`src/design/umx_pkg.sv`:
```
`timescale 1ns / 1ps

package umx_pkg;

	localparam int SEGMENT_COUNT_DEF = 64;
	localparam int SEGMENT_WORDS_DEF = 1024;

	// Instruction word layout.
	localparam int OP_LSB  = 28;
	localparam int IMM_REG = 25;
	localparam int IMM_W   = 25;
	localparam int FA_LSB  = 6;
	localparam int FB_LSB  = 3;

	localparam logic [1:0] ST_RUN   = 2'd0;
	localparam logic [1:0] ST_HALT  = 2'd1;
	localparam logic [1:0] ST_FAULT = 2'd2;

	typedef enum logic [3:0] {
		OP_CMOV  = 4'd0,
		OP_LOAD  = 4'd1,
		OP_STORE = 4'd2,
		OP_ADD   = 4'd3,
		OP_MUL   = 4'd4,
		OP_DIV   = 4'd5,
		OP_NAND  = 4'd6,
		OP_HALT  = 4'd7,
		OP_MAP   = 4'd8,
		OP_UNMAP = 4'd9,
		OP_OUT   = 4'd10,
		OP_IN    = 4'd11,
		OP_LOADP = 4'd12,
		OP_IMM   = 4'd13
	} op_t;

	typedef struct packed {
		logic latch;
		logic append;
		logic fetch;
		logic rd_bc;
		logic rd_a;
		logic exec;
		logic div_start;
		logic div_write;
		logic len_rd;
		logic map_pop;
		logic map_fresh;
		logic pop_take;
		logic zero_wr;
		logic map_fin;
		logic unmap;
		logic ld_rd;
		logic ld_wr;
		logic st_wr;
		logic cp_init;
		logic cp_rd;
		logic cp_wr;
		logic lp_fin;
		logic set_fault;
		logic set_halt;
	} cmd_t;

	typedef struct packed {
		logic stopped;
		logic exec_cmd;
		logic app_full;
		logic pc_oob;
		op_t  op;
		logic rc_zero;
		logic map_bad_size;
		logic stack_empty;
		logic fresh_out;
		logic unmap_bad;
		logic acc_ok;
		logic lp_zero;
		logic div_done;
		logic k_last;
	} sts_t;

endpackage

```
`src/design/umx_ctrl.sv`:
```
`timescale 1ns / 1ps

module umx_ctrl import umx_pkg::*; (
	input  logic clk,
	input  logic arst_n,
	input  logic start,
	input  sts_t sts,
	output cmd_t cmd,
	output logic busy,
	output logic done
);

	typedef enum logic [16:0] {
		S_IDLE   = 17'h00001,
		S_DISP   = 17'h00002,
		S_APPEND = 17'h00004,
		S_FETCH  = 17'h00008,
		S_READ   = 17'h00010,
		S_READ2  = 17'h00020,
		S_EXEC   = 17'h00040,
		S_DIV    = 17'h00080,
		S_CHK    = 17'h00100,
		S_LDW    = 17'h00200,
		S_POP    = 17'h00400,
		S_ZERO   = 17'h00800,
		S_MAPFIN = 17'h01000,
		S_CPR    = 17'h02000,
		S_CPW    = 17'h04000,
		S_LPFIN  = 17'h08000,
		S_RESP   = 17'h10000
	} state_t;

	state_t state_q;
	state_t state_d;

	always_ff @(posedge clk or negedge arst_n) begin
		if (!arst_n) begin
			state_q <= S_IDLE;
		end else begin
			state_q <= state_d;
		end
	end

	always_comb begin
		state_d = state_q;
		cmd     = '0;
		case (state_q)
			S_IDLE: begin
				if (start) begin
					cmd.latch = 1'b1;
					state_d   = S_DISP;
				end
			end
			S_DISP: begin
				if (sts.stopped) begin
					state_d = S_RESP;
				end else if (!sts.exec_cmd) begin
					state_d = S_APPEND;
				end else begin
					state_d = S_FETCH;
				end
			end
			S_APPEND: begin
				if (sts.app_full) begin
					cmd.set_fault = 1'b1;
				end else begin
					cmd.append = 1'b1;
				end
				state_d = S_RESP;
			end
			S_FETCH: begin
				if (sts.pc_oob) begin
					cmd.set_fault = 1'b1;
					state_d       = S_RESP;
				end else begin
					cmd.fetch = 1'b1;
					state_d   = S_READ;
				end
			end
			S_READ: begin
				cmd.rd_bc = 1'b1;
				state_d   = S_READ2;
			end
			S_READ2: begin
				cmd.rd_a = 1'b1;
				state_d  = S_EXEC;
			end
			S_EXEC: begin
				state_d = S_RESP;
				case (sts.op)
					OP_CMOV, OP_ADD, OP_MUL, OP_NAND, OP_IMM, OP_OUT, OP_IN: begin
						cmd.exec = 1'b1;
					end
					OP_DIV: begin
						if (sts.rc_zero) begin
							cmd.set_fault = 1'b1;
						end else begin
							cmd.div_start = 1'b1;
							state_d       = S_DIV;
						end
					end
					OP_HALT: begin
						cmd.set_halt = 1'b1;
					end
					OP_LOAD, OP_STORE, OP_LOADP: begin
						cmd.len_rd = 1'b1;
						state_d    = S_CHK;
					end
					OP_MAP: begin
						if (sts.map_bad_size) begin
							cmd.set_fault = 1'b1;
						end else if (!sts.stack_empty) begin
							cmd.map_pop = 1'b1;
							state_d     = S_POP;
						end else if (sts.fresh_out) begin
							cmd.set_fault = 1'b1;
						end else begin
							cmd.map_fresh = 1'b1;
							state_d       = S_ZERO;
						end
					end
					OP_UNMAP: begin
						if (sts.unmap_bad) begin
							cmd.set_fault = 1'b1;
						end else begin
							cmd.unmap = 1'b1;
						end
					end
					default: begin
						cmd.set_fault = 1'b1;
					end
				endcase
			end
			S_DIV: begin
				if (sts.div_done) begin
					cmd.div_write = 1'b1;
					state_d       = S_RESP;
				end
			end
			S_CHK: begin
				state_d = S_RESP;
				if (!sts.acc_ok) begin
					cmd.set_fault = 1'b1;
				end else if (sts.op == OP_LOAD) begin
					cmd.ld_rd = 1'b1;
					state_d   = S_LDW;
				end else if (sts.op == OP_STORE) begin
					cmd.st_wr = 1'b1;
				end else if (sts.lp_zero) begin
					cmd.lp_fin = 1'b1;
				end else begin
					cmd.cp_init = 1'b1;
					state_d     = S_CPR;
				end
			end
			S_LDW: begin
				cmd.ld_wr = 1'b1;
				state_d   = S_RESP;
			end
			S_POP: begin
				cmd.pop_take = 1'b1;
				state_d      = S_ZERO;
			end
			S_ZERO: begin
				if (sts.k_last) begin
					state_d = S_MAPFIN;
				end else begin
					cmd.zero_wr = 1'b1;
				end
			end
			S_MAPFIN: begin
				cmd.map_fin = 1'b1;
				state_d     = S_RESP;
			end
			S_CPR: begin
				if (sts.k_last) begin
					state_d = S_LPFIN;
				end else begin
					cmd.cp_rd = 1'b1;
					state_d   = S_CPW;
				end
			end
			S_CPW: begin
				cmd.cp_wr = 1'b1;
				state_d   = S_CPR;
			end
			S_LPFIN: begin
				cmd.lp_fin = 1'b1;
				state_d    = S_RESP;
			end
			S_RESP: begin
				state_d = S_IDLE;
			end
			default: begin
				state_d = S_IDLE;
			end
		endcase
	end

	assign busy = (state_q != S_IDLE);
	assign done = (state_q == S_RESP);

endmodule

```
`config.mk`:
```
export PLATFORM = sky130hd
export DESIGN_NAME = umx_ctrl
export DESIGN_NICKNAME = d
export VERILOG_FILES = /design/src/design/umx_pkg.sv /design/src/design/umx_ctrl.sv
export SDC_FILE = /design/constraint.sdc
export NUM_CORES = 1
export LEC_CHECK = 0
export BUFFER_PORTS_ARGS = -buffer_cell sky130_fd_sc_hd__buf_4
export CAP_MARGIN = 20
export CORE_MARGIN = 2
export CORE_UTILIZATION = 25
export DETAILED_ROUTE_END_ITERATION = 8
export MAX_ROUTING_LAYER = met4
export PLACE_DENSITY = 0.55
export RECOVER_POWER = 25
export SETUP_SLACK_MARGIN = 0.1
export SYNTH_ARGS = -nofsm -noshare
export SYNTH_HDL_FRONTEND = slang
export SYNTH_SLANG_ARGS = --single-unit
```
`constraint.sdc`:
```
create_clock -name clk -period 2.1 [get_ports clk]
set_input_delay 0.525 -clock clk [delete_from_list [all_inputs] [get_ports clk]]
set_output_delay 0.525 -clock clk [all_outputs]
set_load 0.02 [all_outputs]
```
==> results.json <==
{
  "synth_area_leader_cell": "dfrtp_1",
  "worst-r2r-cell-count": 7,
  "cp-end-kind": "output port",
  "drt-vias-per-instance": 5.04,
  "crit_end": "cmd[2]",
  "ff2ff_setup_slack_ns": 0.01,
  "first_iter_violations": 114,
  "whs_ns": 0.417,
  "switching_share": 0.391,
  "timing.rr.end": "state_q[16]$_DFFE_PN0P_",
  "ctsRootBufferMaster": "clkbuf_8",
  "start_util": 0.260,
  "antenna_found_initial": 0,
  "ys_ff_latch": 17,
  "grt_pass1_vias": 1697,
  "yosys_warnings": 0,
  "finish.utilization": 0.459,
  "diodes": 0,
  "failed_checks": "setup timing",
  "synthCells": 171,
  "peakVddDrop_v": 0.000335,
  "syn_nets": 191,
  "syn_area_sq_um": 1540,
  "fmax_mhz": 383,
  "yosysUniqueCellTypes": 52,
  "synth_edf_count": 0,
  "wl_per_cell_um": 14.6,
  "regMostFlops": "state_q",
  "core-area_sq_um": 5920,
  "grt_pass1_wl_mm": 7.95,
  "wirelength_mm": 5.17,
  "power.internal_uw": 980,
  "slowest_delay_ns": 0.47,
  "synth-async-reset-ratio": 1.00,
  "die_h_um": 82.5,
  "cap_violations": 0,
  "skew_ns": 0.00508,
  "hold_viol_final": 0,
  "reg.largest.list": "state_q x17",
  "dieArea_sq_um": 6800,
  "r2r-start": "state_q[12]$_DFFE_PN0P_",
  "dr.pass1.iters": 4,
  "drive_gt1_frac": 0.588,
  "ys.flop_type": "dfrtp_1",
  "arrival_ns": 2.09,
  "hold_buffers": 0,
  "rows": 28,
  "seq_power_share": 0.238,
  "status": "finished, violations left",
  "required_ns": 1.57,
  "crit_slowest_cell": "or3_4",
  "worstPathMaxFanout": 7,
  "comb_power_share": 0.600,
  "clkPwrFrac": 0.162,
  "crit_chain": "nor4_4 -> buf_4 -> nand4_1 -> or3_4 -> o32ai_4 -> buf_6",
  "die_w_um": 82.5,
  "clkLatencyLatePin_ns": 0.26,
  "ys_top_cells_by_area": "dfrtp_1 (26%), nor4b_1 (6.3%), nor4_4 (5.5%)",
  "cts_sinks": 17,
  "cts_tree": "done",
  "ant_nets": 0,
  "cts_buffer_depth": 2,
  "startpoint": "state_q[12]$_DFFE_PN0P_",
  "postLayoutSetupSlackWorst_ns": -0.510,
  "syn_area_per_cell_sq_um": 9.01,
  "fin_crit_ns": 2.61,
  "path_class": "reg -> out",
  "dp_hpwl_mm": 4.00,
  "cts_made_buffers": 3,
  "slew_headroom": 0.317,
  "p_sw_uw": 628,
  "rsz0062_at_grt": "true",
  "fill_cells": 570,
  "hp-class": "in -> async",
  "seq_area_frac_synth": 0.277,
  "grt-ovfl-total": 0,
  "remaining_drc_errors": 0,
  "final_nets": 300,
  "startpoint_type": "flip-flop",
  "drv_slew": 0,
  "largest_reg_flops": 17,
  "powerDensity_nw_per_um2": 591,
  "synth.top_cell.area_share": 0.260,
  "total_leakage_power_uw": 0.00120,
  "setup_viol": 26,
  "gp_congestion": 0.896,
  "area_delta_synth_final_pct": 76.6,
  "grt_use_total": 0.159,
  "vias": 1783,
  "portBuffers": 45,
  "path_clk_slew_ns": 0.07,
  "grt_start_max_net_pins": 18,
  "ios": 46,
  "htreeDepth": 1,
  "tightestPinTransition_ns": 1.02,
  "min_period_over_period": 1.24
}
-- power by group through the flow --
stage	logic (uW)	clock network, uW	registers [uW]
global route	1030	279	386
floorplan	400	0	403
CTS	946	264	383
global placement	762	0	388
detailed placement	768	0	390
finish	966	260	383
-- worst min-delay path by stage --
| stage | startpoint | endpoint | cells past startpoint |
|---|---|---|---|
| final | arst_n | state_q[7]$_DFFE_PN0P_ | 1 |
| after global routing | sts[15] | state_q[2]$_DFFE_PN0P_ | 2 |
| after CTS | arst_n | state_q[7]$_DFFE_PN0P_ | 1 |
| after detailed placement | arst_n | state_q[7]$_DFFE_PN0P_ | 1 |
| after global placement | arst_n | state_q[7]$_DFFE_PN0P_ | 1 |
| after floorplan | arst_n | state_q[10]$_DFFE_PN0P_ | 0 |
-- timing repair --
item	in CTS	in global routing
endpoints found under the setup margin	29	30
cloned	0	0
pin swaps	18	6
setup buffers	9	3
gates resized for setup	33	6
-- critical path, delay by kind of cell (launching register included) --
| kind | cells | cell delay, ns |
|---|---|---|
| AO/OA/AOI/OAI | 1 | 0.11 |
| AND/OR/NAND/NOR | 3 | 0.95 |
| buffers and inverters | 2 | 0.35 |
| flip-flops | 1 | 0.41 |
-- cells in the mapped netlist, drive strengths merged, types with 2 or more instances --
cell type,number
nand2b,4
o32ai,3
o21ai,7
nor3b,2
nand3,2
nor2b,3
nand2,8
bufbuf,2
nor4b,11
nor2,15
or2,2
or2b,2
nand4,8
o221ai,2
xor2,3
clkbuf,3
nor3,13
or3b,2
dfrtp,16
inv,8
or3,4
and3,3
nor4,13
nand4b,2
a21o,2
a21oi,7
buf,5
xnor2,2
-- routing by layer --
metal | wire (um) | part of all wire | track usage
met1 | 2280 | 0.44 | 0.203
met2 | 2500 | 0.48 | 0.258
met3 | 248 | 0.048 | 0.0163
met4 | 145 | 0.028 | 0.0607
met5 | 0 | 0 | -
-- cell type report --
cell class	instances	area, sq um	share of cell area
inverters	8	32.5	0.0120
clock buffers	4	45.0	0.0166
flip-flops and latches	17	428	0.157
well taps	75	93.8	0.0345
repair buffers	114	912	0.335
multi-input cells	136	1210	0.444
-- cells by family after synthesis --
group / after synthesis / synth area share
simple gates: 99 / 0.439
flops: 17 / 0.277
compound gates: 32 / 0.144
buf+inv: 18 / 0.112
xor+xnor: 5 / 0.0284
-- per-stage QoR --
step | cell area (sq um) | setup slack (ns) | TNS, ns | std cells | total power [uW]
floorplan | 1700 | -0.352 | -3.41 | 171 | 803
global placement | 2450 | -0.324 | -3.89 | 342 | 1150
detailed placement | 2450 | -0.365 | -4.12 | 342 | 1160
CTS | 2690 | -0.506 | -9.80 | 352 | 1590
global route | 2720 | -0.674 | -13.08 | 354 | 1690
finish | 2720 | -0.510 | -10.12 | 354 | 1610
-- cell usage in the layout, fill, tap and decap left out, types with 2 or more instances in the layout --
master,Yosys,final
nor4_4,4,6
xnor2_1,2,2
nor2b_1,3,2
nand4_1,7,7
nor3_2,0,2
o21ai_0,7,6
a21oi_1,7,4
nor3_1,12,8
buf_4,1,97
a21oi_2,0,3
clkbuf_1,1,2
clkbuf_8,2,3
or3_4,0,2
nand4b_1,2,2
inv_1,8,7
nor4b_2,0,4
nor2_1,15,9
nor4_1,9,7
xor2_1,3,3
nand2_1,8,7
nor3_4,1,3
nor4b_1,11,6
or3_1,4,2
a21o_1,2,2
nand2b_1,4,4
buf_6,3,16
and3_1,3,2
nor2_4,0,5
dfrtp_1,16,15
Note: power is estimated with default switching activity, not from simulation.
